## config.mk

```make
export PLATFORM = sky130hd
export DESIGN_NAME = servo_bus_frame_master
export DESIGN_NICKNAME = d
export VERILOG_FILES = /design/src/design/sbfm_pkg.sv /design/src/design/sbfm_front.sv /design/src/design/sbfm_queue.sv /design/src/design/sbfm_back.sv /design/src/design/servo_bus_frame_master.sv
export SDC_FILE = /design/constraint.sdc
export NUM_CORES = 1
export LEC_CHECK = 0
export BUFFER_PORTS_ARGS = -buffer_cell sky130_fd_sc_hd__buf_4
export CAP_MARGIN = 20
export CORE_MARGIN = 5
export CORE_UTILIZATION = 57
export DETAILED_ROUTE_END_ITERATION = 8
export GPL_ROUTABILITY_DRIVEN = 0
export PLACE_DENSITY = 0.76
export REMOVE_ABC_BUFFERS = 1
export SETUP_SLACK_MARGIN = 0.05
export SKIP_LAST_GASP = 1
export SLEW_MARGIN = 20
export SYNTH_ARGS = -nofsm -noshare
export SYNTH_HDL_FRONTEND = slang
export SYNTH_HIERARCHICAL = 1
export SYNTH_SLANG_ARGS = --single-unit
```

## constraint.sdc

```tcl
create_clock -name clk -period 4.6 [get_ports clk]
set_clock_uncertainty 0.15 [all_clocks]
set_input_delay 0.23 -clock clk [delete_from_list [all_inputs] [get_ports clk]]
set_output_delay 0.23 -clock clk [all_outputs]
set_load 0.01 [all_outputs]
```

## src/design/sbfm_pkg.sv

```systemverilog
// shared types, codes and constants of the servo bus frame master
// no dependencies
`default_nettype none
package sbfm_pkg;

	localparam int SBFM_QUEUE_DEPTH = 4;

	localparam logic [7:0]  SET_CODE_RESET = 8'd211;
	localparam logic [7:0]  GET_CODE_RESET = 8'd199;
	localparam logic [13:0] LIMIT_RESET    = 14'h3FFF;

	// configuration register indexes
	localparam logic [1:0] CFG_SET_CODE = 2'd0;
	localparam logic [1:0] CFG_GET_CODE = 2'd1;
	localparam logic [1:0] CFG_LIMIT    = 2'd2;

	// input func codes
	localparam logic [2:0] FUNC_SET_HDR = 3'd0;
	localparam logic [2:0] FUNC_SET_VAL = 3'd1;
	localparam logic [2:0] FUNC_GET_REQ = 3'd2;
	localparam logic [2:0] FUNC_RX      = 3'd3;
	localparam logic [2:0] FUNC_TIMEOUT = 3'd4;

	// result kinds
	localparam logic [1:0] KIND_TX   = 2'd0;
	localparam logic [1:0] KIND_VAL  = 2'd1;
	localparam logic [1:0] KIND_DONE = 2'd2;

	// queued operation codes
	localparam logic [2:0] OP_TX3      = 3'd0;
	localparam logic [2:0] OP_TX2      = 3'd1;
	localparam logic [2:0] OP_VAL      = 3'd2;
	localparam logic [2:0] OP_VAL_DONE = 3'd3;
	localparam logic [2:0] OP_DONE     = 3'd4;

	// output tdata bit positions
	localparam int TD_TX_LO    = 0;
	localparam int TD_VALUE_LO = 8;
	localparam int TD_SLOT_LO  = 22;
	localparam int TD_OK       = 29;

	typedef struct packed {
		logic [2:0] func;
		logic [7:0] index_start;
		logic [7:0] item_count;
		logic [15:0] set_value;
		logic [7:0] rx_byte;
	} sbfm_item_t;

	typedef struct packed {
		logic [2:0]  code;
		logic [7:0]  b0;
		logic [7:0]  b1;
		logic [7:0]  b2;
		logic [13:0] value;
		logic [6:0]  slot;
		logic        ok;
	} sbfm_op_t;

	typedef struct packed {
		logic [1:0]  kind;
		logic [7:0]  tx_byte;
		logic [13:0] value;
		logic [6:0]  slot;
		logic        ok;
		logic        last;
	} sbfm_res_t;

	typedef struct packed {
		logic     valid;
		sbfm_op_t op;
	} sbfm_head_t;

	function automatic logic [1:0] op_last_idx(input logic [2:0] code);
		logic [1:0] r;
		case (code)
			OP_TX3:      r = 2'd2;
			OP_TX2:      r = 2'd1;
			OP_VAL_DONE: r = 2'd1;
			default:     r = 2'd0;
		endcase
		return r;
	endfunction

endpackage
`default_nettype wire

```

## src/design/sbfm_front.sv

```systemverilog
// front part: configuration registers, item decode, set clamp and reply parser
// depends on sbfm_pkg; feeds operations into sbfm_queue
`default_nettype none
module sbfm_front (
	input  wire                     clk,
	input  wire                     arst_n,
	input  wire                     cfg_we,
	input  wire [1:0]               cfg_index,
	input  wire [13:0]              cfg_data,
	input  wire                     accept,
	input  sbfm_pkg::sbfm_item_t    item,
	output logic                    push,
	output sbfm_pkg::sbfm_op_t      op
);
	import sbfm_pkg::*;

	localparam logic [2:0] PH_IDLE  = 3'd0;
	localparam logic [2:0] PH_HUNT  = 3'd1;
	localparam logic [2:0] PH_START = 3'd2;
	localparam logic [2:0] PH_COUNT = 3'd3;
	localparam logic [2:0] PH_LOW   = 3'd4;
	localparam logic [2:0] PH_HIGH  = 3'd5;

	logic [7:0]  set_code_q, get_code_q;
	logic [13:0] limit_q;
	logic [2:0]  phase_q, phase_n;
	logic [6:0]  want_start_q, want_start_n;
	logic [6:0]  want_count_q, want_count_n;
	logic [6:0]  echo_start_q, echo_start_n;
	logic [6:0]  echo_count_q, echo_count_n;
	logic [6:0]  pair_q, pair_n;
	logic [6:0]  low_q, low_n;

	logic [6:0]  st7, cnt7, b7, pair_inc;
	logic [13:0] clamped;

	assign st7      = item.index_start[6:0];
	assign cnt7     = item.item_count[6:0];
	assign b7       = item.rx_byte[6:0];
	assign pair_inc = pair_q + 7'd1;
	assign clamped  = (item.set_value > {2'b00, limit_q}) ? limit_q : item.set_value[13:0];

	always_ff @(posedge clk or negedge arst_n) begin
		if (!arst_n) begin
			set_code_q <= SET_CODE_RESET;
			get_code_q <= GET_CODE_RESET;
			limit_q    <= LIMIT_RESET;
		end else if (cfg_we) begin
			case (cfg_index)
				CFG_SET_CODE: set_code_q <= cfg_data[7:0];
				CFG_GET_CODE: get_code_q <= cfg_data[7:0];
				CFG_LIMIT:    limit_q    <= cfg_data;
				default:      ;
			endcase
		end
	end

	always_comb begin
		push         = 1'b0;
		op           = '0;
		phase_n      = phase_q;
		want_start_n = want_start_q;
		want_count_n = want_count_q;
		echo_start_n = echo_start_q;
		echo_count_n = echo_count_q;
		pair_n       = pair_q;
		low_n        = low_q;
		if (accept) begin
			unique case (item.func)
				FUNC_SET_HDR, FUNC_GET_REQ: begin
					push    = 1'b1;
					op.code = OP_TX3;
					op.b0   = (item.func == FUNC_SET_HDR) ? set_code_q : get_code_q;
					op.b1   = {1'b0, st7};
					op.b2   = {1'b0, cnt7};
					if (item.func == FUNC_GET_REQ) begin
						want_start_n = st7;
						want_count_n = cnt7;
						echo_start_n = '0;
						echo_count_n = '0;
						pair_n       = '0;
						low_n        = '0;
						phase_n      = PH_HUNT;
					end
				end
				FUNC_SET_VAL: begin
					push    = 1'b1;
					op.code = OP_TX2;
					op.b0   = {1'b0, clamped[6:0]};
					op.b1   = {1'b0, clamped[13:7]};
				end
				FUNC_RX: begin
					unique case (phase_q)
						PH_HUNT: begin
							if (item.rx_byte == get_code_q) phase_n = PH_START;
						end
						PH_START: begin
							echo_start_n = b7;
							phase_n      = PH_COUNT;
						end
						PH_COUNT: begin
							echo_count_n = b7;
							pair_n       = '0;
							if (want_count_q == 7'd0) begin
								push    = 1'b1;
								op.code = OP_DONE;
								op.ok   = (echo_start_q == want_start_q) && (b7 == want_count_q);
								phase_n = PH_IDLE;
							end else begin
								phase_n = PH_LOW;
							end
						end
						PH_LOW: begin
							low_n   = b7;
							phase_n = PH_HIGH;
						end
						PH_HIGH: begin
							push     = 1'b1;
							op.value = {b7, low_q};
							op.slot  = pair_q;
							pair_n   = pair_inc;
							if (pair_inc == want_count_q) begin
								op.code = OP_VAL_DONE;
								op.ok   = (echo_start_q == want_start_q) &&
									(echo_count_q == want_count_q);
								phase_n = PH_IDLE;
							end else begin
								op.code = OP_VAL;
								phase_n = PH_LOW;
							end
						end
						default: phase_n = PH_IDLE;
					endcase
				end
				FUNC_TIMEOUT: begin
					if (phase_q != PH_IDLE) begin
						push    = 1'b1;
						op.code = OP_DONE;
						op.ok   = 1'b0;
						phase_n = PH_IDLE;
					end
				end
				default: ;
			endcase
		end
	end

	always_ff @(posedge clk or negedge arst_n) begin
		if (!arst_n) begin
			phase_q      <= PH_IDLE;
			want_start_q <= '0;
			want_count_q <= '0;
			echo_start_q <= '0;
			echo_count_q <= '0;
			pair_q       <= '0;
			low_q        <= '0;
		end else begin
			phase_q      <= phase_n;
			want_start_q <= want_start_n;
			want_count_q <= want_count_n;
			echo_start_q <= echo_start_n;
			echo_count_q <= echo_count_n;
			pair_q       <= pair_n;
			low_q        <= low_n;
		end
	end

endmodule
`default_nettype wire

```

## src/design/sbfm_queue.sv

```systemverilog
// short register queue of decoded operations between front and back
// depends on sbfm_pkg
`default_nettype none
module sbfm_queue #(
	parameter int DEPTH = sbfm_pkg::SBFM_QUEUE_DEPTH
) (
	input  wire                   clk,
	input  wire                   arst_n,
	input  wire                   push,
	input  sbfm_pkg::sbfm_op_t    push_op,
	input  wire                   pop,
	output logic                  full,
	output sbfm_pkg::sbfm_head_t  head
);
	import sbfm_pkg::*;

	localparam int PTR_W = (DEPTH > 1) ? $clog2(DEPTH) : 1;
	localparam int CNT_W = $clog2(DEPTH + 1);

	sbfm_op_t           mem_q [DEPTH];
	logic [PTR_W-1:0]   wr_q, rd_q;
	logic [CNT_W-1:0]   count_q;

	function automatic logic [PTR_W-1:0] ptr_next(input logic [PTR_W-1:0] p);
		return (p == PTR_W'(DEPTH - 1)) ? '0 : p + PTR_W'(1);
	endfunction

	assign full       = (count_q == CNT_W'(DEPTH));
	assign head.valid = (count_q != '0);
	assign head.op    = mem_q[rd_q];

	always_ff @(posedge clk) begin
		if (push) mem_q[wr_q] <= push_op;
	end

	always_ff @(posedge clk or negedge arst_n) begin
		if (!arst_n) begin
			wr_q    <= '0;
			rd_q    <= '0;
			count_q <= '0;
		end else begin
			if (push) wr_q <= ptr_next(wr_q);
			if (pop) rd_q <= ptr_next(rd_q);
			case ({push, pop})
				2'b10:   count_q <= count_q + CNT_W'(1);
				2'b01:   count_q <= count_q - CNT_W'(1);
				default: ;
			endcase
		end
	end

endmodule
`default_nettype wire

```

## src/design/sbfm_back.sv

```systemverilog
// back part: expands queued ops to results, one per cycle unless stalled
// depends on sbfm_pkg; drives the output register of the master side
`default_nettype none
module sbfm_back (
	input  wire                   clk,
	input  wire                   arst_n,
	input  sbfm_pkg::sbfm_head_t  head,
	output logic                  pop,
	input  wire                   out_ready,
	output logic                  out_valid,
	output sbfm_pkg::sbfm_res_t   out_res
);
	import sbfm_pkg::*;

	logic       valid_q;
	sbfm_res_t  res_q, res;
	logic [1:0] idx_q;
	logic [1:0] last_idx;
	logic       load;

	assign last_idx  = op_last_idx(head.op.code);
	assign load      = !valid_q || out_ready;
	assign pop       = load && head.valid && (idx_q == last_idx);
	assign out_valid = valid_q;
	assign out_res   = res_q;

	always_comb begin
		res = '0;
		case (head.op.code)
			OP_TX3, OP_TX2: begin
				res.kind    = KIND_TX;
				res.tx_byte = (idx_q == 2'd0) ? head.op.b0 :
					(idx_q == 2'd1) ? head.op.b1 : head.op.b2;
				res.last    = (idx_q == last_idx);
			end
			OP_VAL: begin
				res.kind  = KIND_VAL;
				res.value = head.op.value;
				res.slot  = head.op.slot;
			end
			OP_VAL_DONE: begin
				if (idx_q == 2'd0) begin
					res.kind  = KIND_VAL;
					res.value = head.op.value;
					res.slot  = head.op.slot;
				end else begin
					res.kind = KIND_DONE;
					res.ok   = head.op.ok;
				end
			end
			default: begin
				res.kind = KIND_DONE;
				res.ok   = head.op.ok;
			end
		endcase
	end

	always_ff @(posedge clk or negedge arst_n) begin
		if (!arst_n) begin
			valid_q <= 1'b0;
			idx_q   <= '0;
		end else if (load) begin
			valid_q <= head.valid;
			if (head.valid) idx_q <= (idx_q == last_idx) ? 2'd0 : idx_q + 2'd1;
		end
	end

	always_ff @(posedge clk) begin
		if (load && head.valid) res_q <= res;
	end

endmodule
`default_nettype wire

```

## src/design/servo_bus_frame_master.sv

```systemverilog
// top level of the servo bus frame master: front decode, operation queue, back expansion
// depends on sbfm_pkg, sbfm_front, sbfm_queue, sbfm_back
//
//  channel  | signals                          | moves
//  ---------+----------------------------------+-------------------------------
//  slave    | s_tvalid s_tready s_tdata s_tuser | one command or received byte
//  master   | m_tvalid m_tready m_tdata m_tuser | one result, m_tlast ends a run
//           | m_tlast                          |
//  config   | cfg_we cfg_index cfg_data        | register write, no wait
//
// one request accepted per cycle while the operation queue has room
// results leave at one per cycle unless m_tready stalls them; an item gives 0 to 3 results
// an item's results pass through the operation queue, then the output register
// the operation queue lets the front keep taking requests while m_tready is low,
// until it holds QUEUE_DEPTH operations
// reset clears the parser to idle and loads the register defaults
`default_nettype none
module servo_bus_frame_master #(
	parameter int QUEUE_DEPTH = sbfm_pkg::SBFM_QUEUE_DEPTH
) (
	input  wire         clk,
	input  wire         arst_n,
	input  wire         s_tvalid,
	output logic        s_tready,
	input  wire  [39:0] s_tdata,  // index_start, item_count, set_value, rx_byte
	input  wire  [2:0]  s_tuser,  // func
	output logic        m_tvalid,
	input  wire         m_tready,
	output logic [31:0] m_tdata,  // tx_byte, value, slot, ok, zero fill
	output logic [1:0]  m_tuser,  // kind
	output logic        m_tlast,
	input  wire         cfg_we,
	input  wire  [1:0]  cfg_index,
	input  wire  [13:0] cfg_data
);
	import sbfm_pkg::*;

	sbfm_item_t item;
	sbfm_op_t   op;
	sbfm_head_t head;
	sbfm_res_t  res;
	logic       accept, push, pop, full;

	assign item.func        = s_tuser;
	assign item.index_start = s_tdata[7:0];
	assign item.item_count  = s_tdata[15:8];
	assign item.set_value   = s_tdata[31:16];
	assign item.rx_byte     = s_tdata[39:32];

	assign s_tready = !full;
	assign accept   = s_tvalid && s_tready;

	sbfm_front u_front (
		.clk       (clk),
		.arst_n    (arst_n),
		.cfg_we    (cfg_we),
		.cfg_index (cfg_index),
		.cfg_data  (cfg_data),
		.accept    (accept),
		.item      (item),
		.push      (push),
		.op        (op)
	);

	sbfm_queue #(
		.DEPTH (QUEUE_DEPTH)
	) u_queue (
		.clk     (clk),
		.arst_n  (arst_n),
		.push    (push),
		.push_op (op),
		.pop     (pop),
		.full    (full),
		.head    (head)
	);

	sbfm_back u_back (
		.clk       (clk),
		.arst_n    (arst_n),
		.head      (head),
		.pop       (pop),
		.out_ready (m_tready),
		.out_valid (m_tvalid),
		.out_res   (res)
	);

	assign m_tdata = {2'b00, res.ok, res.slot, res.value, res.tx_byte};
	assign m_tuser = res.kind;
	assign m_tlast = res.last;

endmodule
`default_nettype wire

```

======== Word level (Yosys, flattened, before mapping) ========
Memory sizes are Yosys's and may differ from the RTL's.
Index checks and enable logic that the tools add are counted.
Widths: inputs -> output; s select.
cells by class
  $add $sub $neg .......................... 6
  $lt $le $gt $ge ......................... 1
  eq/ne operators ......................... 33
  multiplexer cells ....................... 52
  reductions and logical operators ........ 33
operators by type and width
  operator            number
  $pmux 7 s2          5
  $mux 21             3
  $mux 49             1
  $pmux 21 s2         1
  $mux 7              5
  $pmux 16 s2         1
  $eq 7x7->1          4
  $mux 8              3
  $mux 3              7
  $eq 3x2->1 const B  6
  $pmux 3 s3          2
  $gt 16x14->1        1
  $reduce_and 4->1    4
  $pmux 3 s5          1
  $mux 14             1
  $eq 3x3->1 const B  4
  $pmux 3 s2          2
  $mux 1              10
  $eq 3x1->1 const B  3
  $reduce_bool 3->1   3
  $eq 2x2->1 const B  4
  $eq 8x8->1          1
  $mux 2              4
  $reduce_and 2->1    4
  25 further kinds    45
storage, ports and cells
  flip-flop bits (word level) ............. 118
  RAM bits ................................ 196
  logic and storage cells ................. 147
  memories ................................ 1
memories
  memory         depth  bits a word  read ports  clocked after memory_dff  wr ports  RTL line          RTL
  u_queue.mem_q  4      49           1           0                         1         sbfm_queue.sv:20  sbfm_op_t mem_q [DEPTH];

======== Logic depth before layout (Yosys ltp) ========
Gate-level depths: netlist of run 1.
An unclocked memory read counts as a cell.
  depth in word-level cells ............... 8
  depth in mapped cells ................... 14
  depth with buffers taken out ............ 12

======== Hierarchy ========
Netlist of run 1, hierarchy kept.
by module, submodules not included
  module                  times used  cells an instance  area each (µm²)  sequential area each (µm²)
  sbfm_queue              1           296                7548.5           6060.8
  sbfm_front              1           480                4948.5           1906.8
  sbfm_back               1           111                1597.8           1066.0
  servo_bus_frame_master  1           5                  28.8             0.0

======== Least setup slack after synthesis of run 1 ========
OpenSTA, ideal clock, no wires.
  path kind ............................... reg2reg
  start ................................... reg u_front.want_count_q[3]
  end ..................................... mem u_queue/mem_q[0][0] (netlist name) (enable)
  data arrival time ....................... 3.020 ns
  path slack .............................. 1.018 ns
  stages on the path, launching flop included .. 8
  path buffers ............................ 1
  period minus slack after synthesis ...... 3.582 ns
  cell sequence ........................... dfrtp_1 buf_6 or4_1 nor4_1 a31oi_1 o22ai_1 o21a_1 and2_1
on the way
  cells in the longest elaborated chain, start to end .. 7
RTL lines
  element                       RTL line                      RTL
  start, declared               sbfm_front.sv:28              logic [6:0] want_count_q, want_count_n;
  start signal, assigned        sbfm_front.sv:160             want_count_q <= want_count_n;
  $logic_not 7->1               sbfm_front.sv:104             if (want_count_q == 7'd0) begin
  $mux 1                        sbfm_front.sv:104
  $pmux 1 s2                    sbfm_front.sv:93              unique case (phase_q)
  $pmux 1 s3                    sbfm_front.sv:69              unique case (item.func)
  $mux 1                        sbfm_front.sv:68              if (accept) begin
  net push                      servo_bus_frame_master.sv:42  logic accept, push, pop, full;
  $mux 1                        sbfm_queue.sv:33              if (push) mem_q[wr_q] <= push_op;
  $mux 1 (not written as such)  sbfm_queue.sv:33
  end, declared                 sbfm_queue.sv:20
The timed path passes the listed nets, and every way through them passes these cells.

==> results of run 1 <==
[routing by layer]
metal  up-vias  GRT usage (%)  share of wire (%)
met2       282           34.2                 49
met4         0           5.22                1.7
met5         -              0                  0
met3        36           3.37                6.0
li1       3682              -                  -
met1      4054           30.5                 43
[synth_stat cells, types with 3 or more instances]
cell type	n
edfxtp_1	229
mux2_2	72
dfrtp_1	61
and2_1	55
mux4_2	48
nand2_1	34
inv_1	27
dfstp_2	24
xor2_1	24
ha_1	23
nand4_1	22
clkbuf_1	20
nor2_1	20
mux2i_1	17
xnor2_1	17
o21ai_0	16
nand3_1	15
a41oi_1	14
and3_1	13
a21oi_1	12
nor2b_1	11
buf_2	9
a32o_1	8
nor3_1	8
buf_4	7
a21o_1	6
nor4_1	6
buf_12	5
buf_6	5
mux2_1	5
nand3b_1	5
o31ai_1	4
o21ai_1	3
[sequential cells by signal, indices dropped and copies added (netlist names), 3 cells and up]
register              count
u_front/echo_start_q      7
u_front/pair_q            7
u_front/limit_q          14
u_front/get_code_q        8
u_front/low_q             7
u_queue/count_q           3
u_front/echo_count_q      7
u_front/phase_q           3
u_front/want_start_q      7
u_back/out_res           33
u_front/set_code_q        8
u_front/want_count_q      7
u_queue/mem_q           196
[layout make-up]
cell class	count	area (um^2)	area share, %
Sequential cell	314	9040	54.8
Multi-Input combinational cell	501	4640	28.2
Timing Repair Buffer	145	1230	7.44
Clock buffer	40	905	5.49
Tap cell	324	405	2.46
Clock inverter	20	158	0.956
Inverter	29	109	0.660
Antenna cell	1	2.50	0.0152
[worst paths after layout]
path,start,to,slack (ns),cells after the start
hold reg to reg,u_queue/count_q[2]$_DFFE_PN0P_,u_queue/count_q[2]$_DFFE_PN0P_,0.33,1
max in group asynchronous,arst_n,u_front/echo_start_q[3]$_DFFE_PN0P_,3.14,3
setup / recovery,u_queue/rd_q[1]$_DFFE_PN0P_,u_queue/count_q[2]$_DFFE_PN0P_,0.96,10
min in group asynchronous,arst_n,u_back/idx_q[0]$_DFFE_PN0P_,0.09,2
hold / removal,s_tdata[32],u_queue/mem_q[0][15]$_DFFE_PP_,0.02,2
setup reg to reg,u_queue/rd_q[1]$_DFFE_PN0P_,u_queue/count_q[2]$_DFFE_PN0P_,0.96,10
[power groups by stage]
stage / Clock (W) / Sequential [W] / Combinational, W
after CTS: 0.00262 / 0.00393 / 0.00231
after global routing: 0.00276 / 0.00398 / 0.00250
final: 0.00257 / 0.00393 / 0.00228
after global placement: 0 / 0.00396 / 0.00222
after floorplan: 0 / 0.00408 / 0.00139
after detailed placement: 0 / 0.00398 / 0.00227
[worst max-delay path: stages (launching register included)]
cell	delay, ns
dfrtp_2	0.84
mux4_2	0.47
or4b_1	0.52
a21o_1	0.21
a21oi_1	0.27
ha_1	0.24
inv_1	0.06
fa_1	0.37
xor2_1	0.17
nor2_1	0.11
xor2_1	0.15
[through the flow]
stage | setup TNS, ns | hold WS [ns] | cell area [um^2] | total power, W
after floorplan | -0.570 | -0.216 | 13800 | 0.00547
after global placement | 0 | 0.0794 | 15100 | 0.00618
after detailed placement | 0 | 0.0889 | 15100 | 0.00625
after CTS | 0 | 0.00245 | 16500 | 0.00886
after global routing | 0 | 0.0166 | 16500 | 0.00925
final | 0 | 0.0208 | 16500 | 0.00879
[cell families after synthesis]
group / Yosys count / synth area share (%)
xor+xnor: 41 / 2.54
compound gates: 81 / 4.26
simple gates: 208 / 8.47
other cells: 2 / 0.0532
buf+inv: 79 / 3.35
mux: 143 / 15.2
flops: 314 / 64.0
fa+ha+maj: 24 / 2.18
==> impl_results.md, run 1 <==
* Seq pwr share at 44.7%
* First-pass GRT wire length at 46900 um
* Die area at around 28000 um^2
* LEAKAGE at about 6.3 nW
* Final nets at around 1100
* Outcome: completed
* Clk sinks at 314
* Chip Width at between 150 and 200 um
* # resized after CTS at 0
* Layout cells sized above 1 at 30.8%
* Placed insts at 1278
* Commonest non-fill, non-tap cell in the layout: edfxtp_1
* Detailed placer's ending HPWL at 19400 um
* CP Launch Type: register
* IO Pins at 101
* Top_reg_cell synth: edfxtp_1
* Non-filler instance count after layout at 1374
* Port bufs at 96
* Std cell rows at 57
* Largest net degree at the start of global routing at 50
* Pwr/cell area at 533 nW/um^2
* RSZ-0062 raised after global routing: false
* Slew Limit Fails at 0
* Via Count at 8054
* Util after Layout at 67.6%
* # DRC at 0
* Max-cap viol count at 0
* Final WL at 29200 um
* Clock transition at path regs at roughly 0.06 ns
* NetSw at 0.00248 W
* Final Critical Period at 3.64 ns
* Register area share after synthesis at around 64%
* Endpoints failing setup at 0
* Comb pwr share at 26.0%
* Clk_lat worst skew at 0.50 ns
* Most frequent cells in the layout: 229 x edfxtp_1, 106 x buf_4, 72 x mux2_2
* Postcts setup bufs at 0
* GRT Overall Usage at 21.1%
* Cell area after synthesis at 14100 um^2
* Yosys reg bits at 314
* Initial antenna violation count at 1
* Yosys top cell by area: edfxtp_1
* Post-DRT Antenna Nets at 0
* Final WS setup at 0.959 ns
* Synthesized instance count at 892
* Asr flop ratio synth at 27.1%
* Number of synthesized flops with an enable pin at roughly 230
* Vias in the first global route at between 8000 and 9000
* Top fanout value on the critical path at 29
* Slew @ Worst Pin at 0.942 ns
* Clock Tree Root: clkbuf_16
* Layout area overhead at 16.7%
* YS warnings at 6
* Starting DRT DRC Count at 740
* Max Freq at around 0.27 GHz
* Worst IR Drop VDD at 0.298 mV
* Clk pwr share at 29.3%
* FILL cells at 1689
* Library cells used by synthesis at 67
* Switching share of power at between 20% and 30%
* Htree depth at 2
* HP Class: input pin to register
* Routed len/inst at 21.2 um
* Core footprint at ~24000 um^2
* Syn_area_per_cell at 15.8 um^2
* Critical Path End Type: register
* CTS hold repair buffers at 35
* Normalized max-slew margin at 37.1%
* Setup CP Type: register to register
* TritonCTS clock tree: yes
* Cell Int Power at 0.00631 W
* Yosys top cell area share at approximately half
* Dpl ws at 0.955 ns
* Data required, critical path at between 4 and 5 ns
* Top cells by area, synth: edfxtp_1 49%, dfrtp_1 11%, mux4_2 7.7%
* Overflow after GRT at 0
* Final period util at 79.2%
* Die height at between 150 and 200 um
* Pre-antenna DRT Iters at 5
* Starting Density at between 50% and 60%
* Via density at between 5 and 6
* Longest Clk Path Bufs at 3
* Final hold viol count at 0
* CTS buffer count at 34
* CP Data Arrival Time at 3.92 ns
(Power assumes the default switching activity.)
==> inputs of run 2 (changes only) <==
==> constraint.sdc (replaced) <==
create_clock -name clk -period 3.51 [get_ports clk]
set_clock_uncertainty 0.15 [all_clocks]
set_input_delay 0.1755 -clock clk [delete_from_list [all_inputs] [get_ports clk]]
set_output_delay 0.1755 -clock clk [all_outputs]
set_load 0.01 [all_outputs]
==> run 2 against run 1 <==
Clock-buffer cell count up 5. Wire length up 2.0%. Final area up 2.3%. Worst hold slack worse by 0.0079 ns. Die area unchanged. Critical path depth unchanged. Register-to-register slack worse by 0.71 ns. Clock power up 47%. Setup slack worse by 0.71 ns.
==> impl_results.md, run 2 (synthesized netlist as in run 1, its figures left out) <==
* Hold Path End: u_queue/mem_q[3][33]$_DFFE_PP_
* Reg2reg start: u_queue/rd_q[0]$_DFFE_PN0P_
* Pwr/cell area at 710 nW/um^2
* Detailed placer's ending HPWL at ~20000 um
* Endpoints failing setup at 0
* IO Pins at 101
* Flop2flop setup slack at approximately 0.25 ns
* Final hold viol count at 0
* Via Count at a little over 8000
* Area of the multi-input gates at roughly 4600 um^2
* Cell Int Power at about 0.0087 W
* Setup CP Type: register to register
* Slew @ Worst Pin at approximately 0.96 ns
* HP Class: input pin to register
* Clock transition at path regs at 0.06 ns
* Initial antenna violation count at 0
* Htree depth at 2
* CP Launch Type: register
* Normalized max-slew margin at 36.0%
* # DRC at 0
* Post-DP Area at 15100 um^2
* Seq pwr share at 42.4%
* Max Freq at 0.307 GHz
* Critical path's slowest cell: mux4_1
* LEAKAGE at 6.43 nW
* Critical path's largest stage delay at 0.62 ns
* TritonCTS clock tree: yes
* Critical Path End Type: register
* Min-delay src: s_tdata[26]
* GRT Overall Usage at 21.8%
* Slew Limit Fails at 0
* Reg-to-Reg End: u_queue/count_q[2]$_DFFE_PN0P_
* Util after Layout at 69.1%
* Worst path cell trace: mux4_1, or4b_1, a21o_1, a21oi_2, ha_1, inv_1, fa_1, xor2_1, nor2_1, xor2_1
* Die area at 28000 um^2
* WHS Path Cells at 3
* Overflow after GRT at 0
* Core footprint at 24400 um^2
* Top fanout value on the critical path at 5
* Layout area overhead at 19.4%
* First-pass GRT wire length at 48100 um
* Number of diodes at 0
* FILL cells at ~1600
* Routed len/inst at ~21 um
* Setup_tns at 0 ns
* FF-to-FF path depth at 10
* Vias in the first global route at 8517
* Longest Clk Path Bufs at 3
* Starting DRT DRC Count at 652
* RSZ-0062 raised after global routing: false
* Clock Tree Root: clkbuf_16
* NetSw at 0.00330 W
* Outcome: completed
* Most flops, register: u_queue/mem_q
* Dpl ws at 0.198 ns
* CTS buffer count at 34
* Final Critical Period at 3.26 ns
* Port bufs at 96
* Starting Density at between 50% and 60%
* Max-cap viol count at 0
* Data required, critical path at approximately 3.8 ns
* Final WS setup at 0.254 ns
* Switching share of power at 27.5%
* Final period util at 92.8%
* Most frequent cells in the layout: 229 x edfxtp_1, 118 x buf_4, 72 x mux2_2
* CP most frequent cell: xor2_1
* Final WL at around 30000 um
* CP Data Arrival Time at 3.53 ns
* Layout cells sized above 1 at 31.5%
* Fin area at roughly 17000 um^2
* Via density at 5.83
* Std cell rows at 57
* Clk sinks at 314
* Commonest non-fill, non-tap cell in the layout: edfxtp_1
* Chip Width at around 170 um
* Post-DRT Antenna Nets at 0
* Largest net degree at the start of global routing at 73
* Clk pwr share at around a third
* Clk_lat worst skew at between 0.5 and 0.6 ns
* Largest register FFs at 196
* Final nets at between 1000 and 1500
* Pre-antenna DRT Iters at 5
* Register Area at 9040 um^2
* Fin Hold WS at 0.0129 ns
* Worst IR Drop VDD at 0.455 mV
* Comb pwr share at about a quarter
* Die height at roughly 170 um
[run 2: changes by cell type in the layout (fill, tap and decap cells not counted), moves of 2 or more]
cell / before / now
clkinv_1: 7 / 4
clkinv_2: 6 / 3
bufinv_16: 2 / 5
clkbuf_16: 35 / 37
dlygate4sd3_1: 35 / 51
clkbuf_8: 1 / 4
buf_4: 106 / 118
[run 2: worst max-delay path by stage]
stage                                startpoint                             end  slack (ns)  cells after the start
detailed placement  u_queue/rd_q[0]$_DFFE_PN0P_  u_queue/count_q[2]$_DFFE_PN0P_        0.20                     10
finish              u_queue/rd_q[0]$_DFFE_PN0P_  u_queue/count_q[2]$_DFFE_PN0P_        0.25                     10
floorplan           u_queue/rd_q[0]$_DFFE_PN0P_  u_queue/count_q[2]$_DFFE_PN0P_       -1.47                     10
global placement    u_queue/rd_q[0]$_DFFE_PN0P_  u_queue/count_q[2]$_DFFE_PN0P_        0.25                     10
global route        u_queue/rd_q[0]$_DFFE_PN0P_  u_queue/count_q[2]$_DFFE_PN0P_        0.07                     10
CTS                 u_queue/rd_q[0]$_DFFE_PN0P_  u_queue/count_q[2]$_DFFE_PN0P_        0.21                     10
[run 2: metrics by stage]
| step | power (W) | instances |
|---|---|---|
| 3_5_place_dp | 0.00823 | 1289 |
| 2_1_floorplan | 0.00717 | 844 |
| 4_1_cts | 0.0121 | 1402 |
| 5_1_grt | 0.0126 | 1402 |
| 6_report | 0.0120 | 1402 |
| 3_3_place_gp | 0.00814 | 1289 |
[run 2: area by class of cell]
cell class | instances | area share (%)
sequential | 314 | 53.6
multi-input combinational | 501 | 27.5
timing repair buffer | 172 | 8.64
clock buffer | 45 | 5.91
tap | 324 | 2.40
clock inverter | 17 | 1.31
inverter | 29 | 0.645
[run 2: critical path, delay by kind of cell, from the launching register on]
family / cells / cell delay [ns]
buf+inv: 1 / 0.06
xor+xnor: 2 / 0.30
fa+ha+maj: 2 / 0.57
mux: 1 / 0.62
simple gates: 2 / 0.65
flops: 1 / 0.45
compound gates: 2 / 0.39
[run 2: per-layer routing]
metal / up-vias / global-route usage [%] / wire length, um
met5: - / 0 / 0
met4: 0 / 5.86 / 652
met3: 53 / 3.82 / 1790
met2: 280 / 35.6 / 14800
met1: 4116 / 30.7 / 12500
li1: 3731 / - / -
[run 2: what timing repair did]
action	4_1_cts	5_1_grt
endpoints found under the hold margin	200	0
setup buffers	0	0
resized for setup	0	1
hold buffers	51	0
endpoints found under the setup margin	0	1
[run 2: power groups by stage]
stage | logic (W) | clock network (W) | registers (W)
after floorplan | 0.00182 | 0 | 0.00535
after global placement | 0.00303 | 0 | 0.00512
after detailed placement | 0.00309 | 0 | 0.00514
after CTS | 0.00316 | 0.00385 | 0.00507
after global routing | 0.00342 | 0.00403 | 0.00513
final | 0.00312 | 0.00379 | 0.00507
==> inputs of run 3 (changes only) <==
==> constraint.sdc (replaced) <==
create_clock -name clk -period 3.51 [get_ports clk]
set_clock_uncertainty 0.15 [all_clocks]
set_input_delay 0.702 -clock clk [delete_from_list [all_inputs] [get_ports clk]]
set_output_delay 0.702 -clock clk [all_outputs]
set_load 0.01 [all_outputs]
==> run 3 against run 2 <==
Sequential power is essentially flat. Register-to-register slack gained 0.05 ns. Critical path depth is the same. Non-clock buffer count shrank 43. Cell count shrank 3.4%. Clock-buffer cell count shrank 6. Via count shrank 2.7%. Clock power shrank 14%. Largest cell class unchanged. Highest routed layer is now met5.
==> impl_results.md, run 3 (synthesized netlist as in run 1, its figures left out) <==
* Outcome: completed
* Via density at between 5 and 6
* CP Launch Type: register
* Flop2flop setup slack at 0.30 ns
* Clock transition at path regs at 0.06 ns
* Slew Limit Fails at 0
* Final Critical Period at 3.21 ns
* Final period util at about 91%
* Non-filler instance count after layout at about 1400
* Endpoints failing setup at 0
* First-pass GRT wire length at roughly 46000 um
* Postcts setup bufs at 0
* Final WL at roughly 29000 um
* Comb pwr share at roughly 27%
* Worst path cell trace: mux4_2, or4b_1, a21o_1, a21oi_2, ha_1, inv_1, fa_1, xor2_1, nor2_1, xor2_1
* Starting Density at between 50% and 60%
* Most flops, register: u_queue/mem_q
* Routed len/inst at around 21 um
* Critical path's slowest cell: mux4_2
* Cell Int Power at 0.00824 W
* Data required, critical path at 3.83 ns
* Seq pwr share at 44.2%
* Commonest non-fill, non-tap cell in the layout: edfxtp_1
* CP startpoint: u_queue/rd_q[0]$_DFFE_PN0P_
* CP Data Arrival Time at 3.53 ns
* TritonCTS clock tree: yes
* Clk pwr share at 28.4%
* Top fanout value on the critical path at 6
* Setup CP Type: register to register
* Normalized max-slew margin at 36.5%
* Chip Width at around 170 um
* Clk_lat worst skew at 0.55 ns
* Most frequent cells in the layout: 229 x edfxtp_1, 123 x buf_4, 72 x mux2_2
* Max Freq at 0.312 GHz
* Reg2reg start: u_queue/rd_q[0]$_DFFE_PN0P_
* Layout area overhead at 14.9%
* Die area at 28000 um^2
* Clock Tree Root: clkbuf_16
* Final nets at 1094
* Port bufs at 96
* Post-DRT Antenna Nets at 0
* Detailed placer's ending HPWL at between 15000 and 20000 um
* Vias in the first global route at around 8200
* Pre-antenna DRT Iters at 5
* Placed insts at 1297
* CP most frequent cell: xor2_1
* FF-to-FF path depth at 10
* Switching share of power at 28.0%
* Critical Path End Type: register
* NetSw at 0.00320 W
* Critical path's largest stage delay at roughly 0.56 ns
* Slew @ Worst Pin at 0.950 ns
* Fin Hold WS at around 0.062 ns
* Largest net degree at the start of global routing at 60
* Setup_tns at 0 ns
* Reg-to-Reg End: u_queue/count_q[2]$_DFFE_PN0P_
* Starting DRT DRC Count at slightly below 500
* GRT Overall Usage at just over 20%
* Htree depth at 1
* Worst IR Drop VDD at between 0.4 and 0.5 mV
* Core footprint at 24400 um^2
* LEAKAGE at 6.16 nW
* Longest Clk Path Bufs at 3
* Layout cells sized above 1 at 33.0%
* # DRC at 0
* Std cell rows at 57
* IO Pins at 101
* Final hold viol count at 0
* RSZ-0062 raised after global routing: false
* Largest register FFs at 196
* Die height at 167 um
* CTS hold repair buffers at 0
* Number of diodes at 0
* CTS buffer count at 31
* # resized after CTS at 0
* Via Count at 7956
* Initial antenna violation count at 1
* HP Class: input pin to asynchronous set/reset pin
* FILL cells at 1748
* Clk sinks at 314
* Pwr/cell area at about 700 nW/um^2
* Max-cap viol count at 0
* Overflow after GRT at 0
* Final Total Pwr at 0.0114 W
* Crit path to: u_queue/count_q[2]$_DFFE_PN0P_
## run 3: changes by cell type in the layout (fill, tap and decap cells not counted), sizes merged
cell / previous run / this run
dlygate4sd3: 51 / 0
buf: 121 / 129
clkbuf: 45 / 39
clkinv: 9 / 12
bufinv: 5 / 4
inv: 30 / 29
## run 3: final cells by class
type,count,area (um^2),area share [%]
sequential,314,9040,55.7
multi-input combinational,501,4640,28.6
timing repair buffer,129,1030,6.37
clock buffer,39,816,5.03
tap,324,405,2.50
clock inverter,18,188,1.16
inverter,29,109,0.671
## run 3: power by group through the flow
stage / registers, W / clock network (W) / logic [W]
after global routing: 0.00511 / 0.00350 / 0.00344
after CTS: 0.00505 / 0.00331 / 0.00317
after floorplan: 0.00535 / 0 / 0.00182
after detailed placement: 0.00511 / 0 / 0.00315
final: 0.00505 / 0.00325 / 0.00313
after global placement: 0.00509 / 0 / 0.00308
## run 3: critical path: cells and delay by family, from the launching register on
| family | cells | cell delay [ns] |
|---|---|---|
| simple gates | 2 | 0.63 |
| mux | 1 | 0.56 |
| fa+ha+maj | 2 | 0.58 |
| xor+xnor | 2 | 0.32 |
| compound gates | 2 | 0.38 |
| flops | 1 | 0.45 |
| buf+inv | 1 | 0.06 |
## run 3: worst min-delay path by stage
stage	from	slack, ns	to	cells past startpoint
floorplan	arst_n	0.26	u_back/idx_q[0]$_DFFE_PN0P_	0
global placement	u_queue/count_q[2]$_DFFE_PN0P_	0.32	u_queue/count_q[2]$_DFFE_PN0P_	1
detailed placement	u_queue/count_q[2]$_DFFE_PN0P_	0.33	u_queue/count_q[2]$_DFFE_PN0P_	1
CTS	arst_n	0.09	u_back/idx_q[0]$_DFFE_PN0P_	1
global route	arst_n	0.12	u_back/idx_q[0]$_DFFE_PN0P_	1
finish	arst_n	0.06	u_back/idx_q[0]$_DFFE_PN0P_	1
## run 3: layer usage
metal | vias up | routed length (um) | part of all wire (%) | track usage [%]
li1 | 3637 | - | - | -
met1 | 4034 | 12300 | 42 | 29.2
met2 | 251 | 14500 | 50 | 34.7
met3 | 32 | 1700 | 5.9 | 3.42
met4 | 2 | 427 | 1.5 | 4.16
met5 | - | 20 | 0.069 | 0
## run 3: per-stage QoR
stage               instance area [um^2]  setup WS (ns)  util, %
floorplan                          13800          -1.47        -
global placement                   15200          0.223     62.4
detailed placement                 15200          0.149     62.4
CTS                                16200          0.137     66.5
global route                       16200         0.0871     66.6
finish                             16200          0.304     66.6
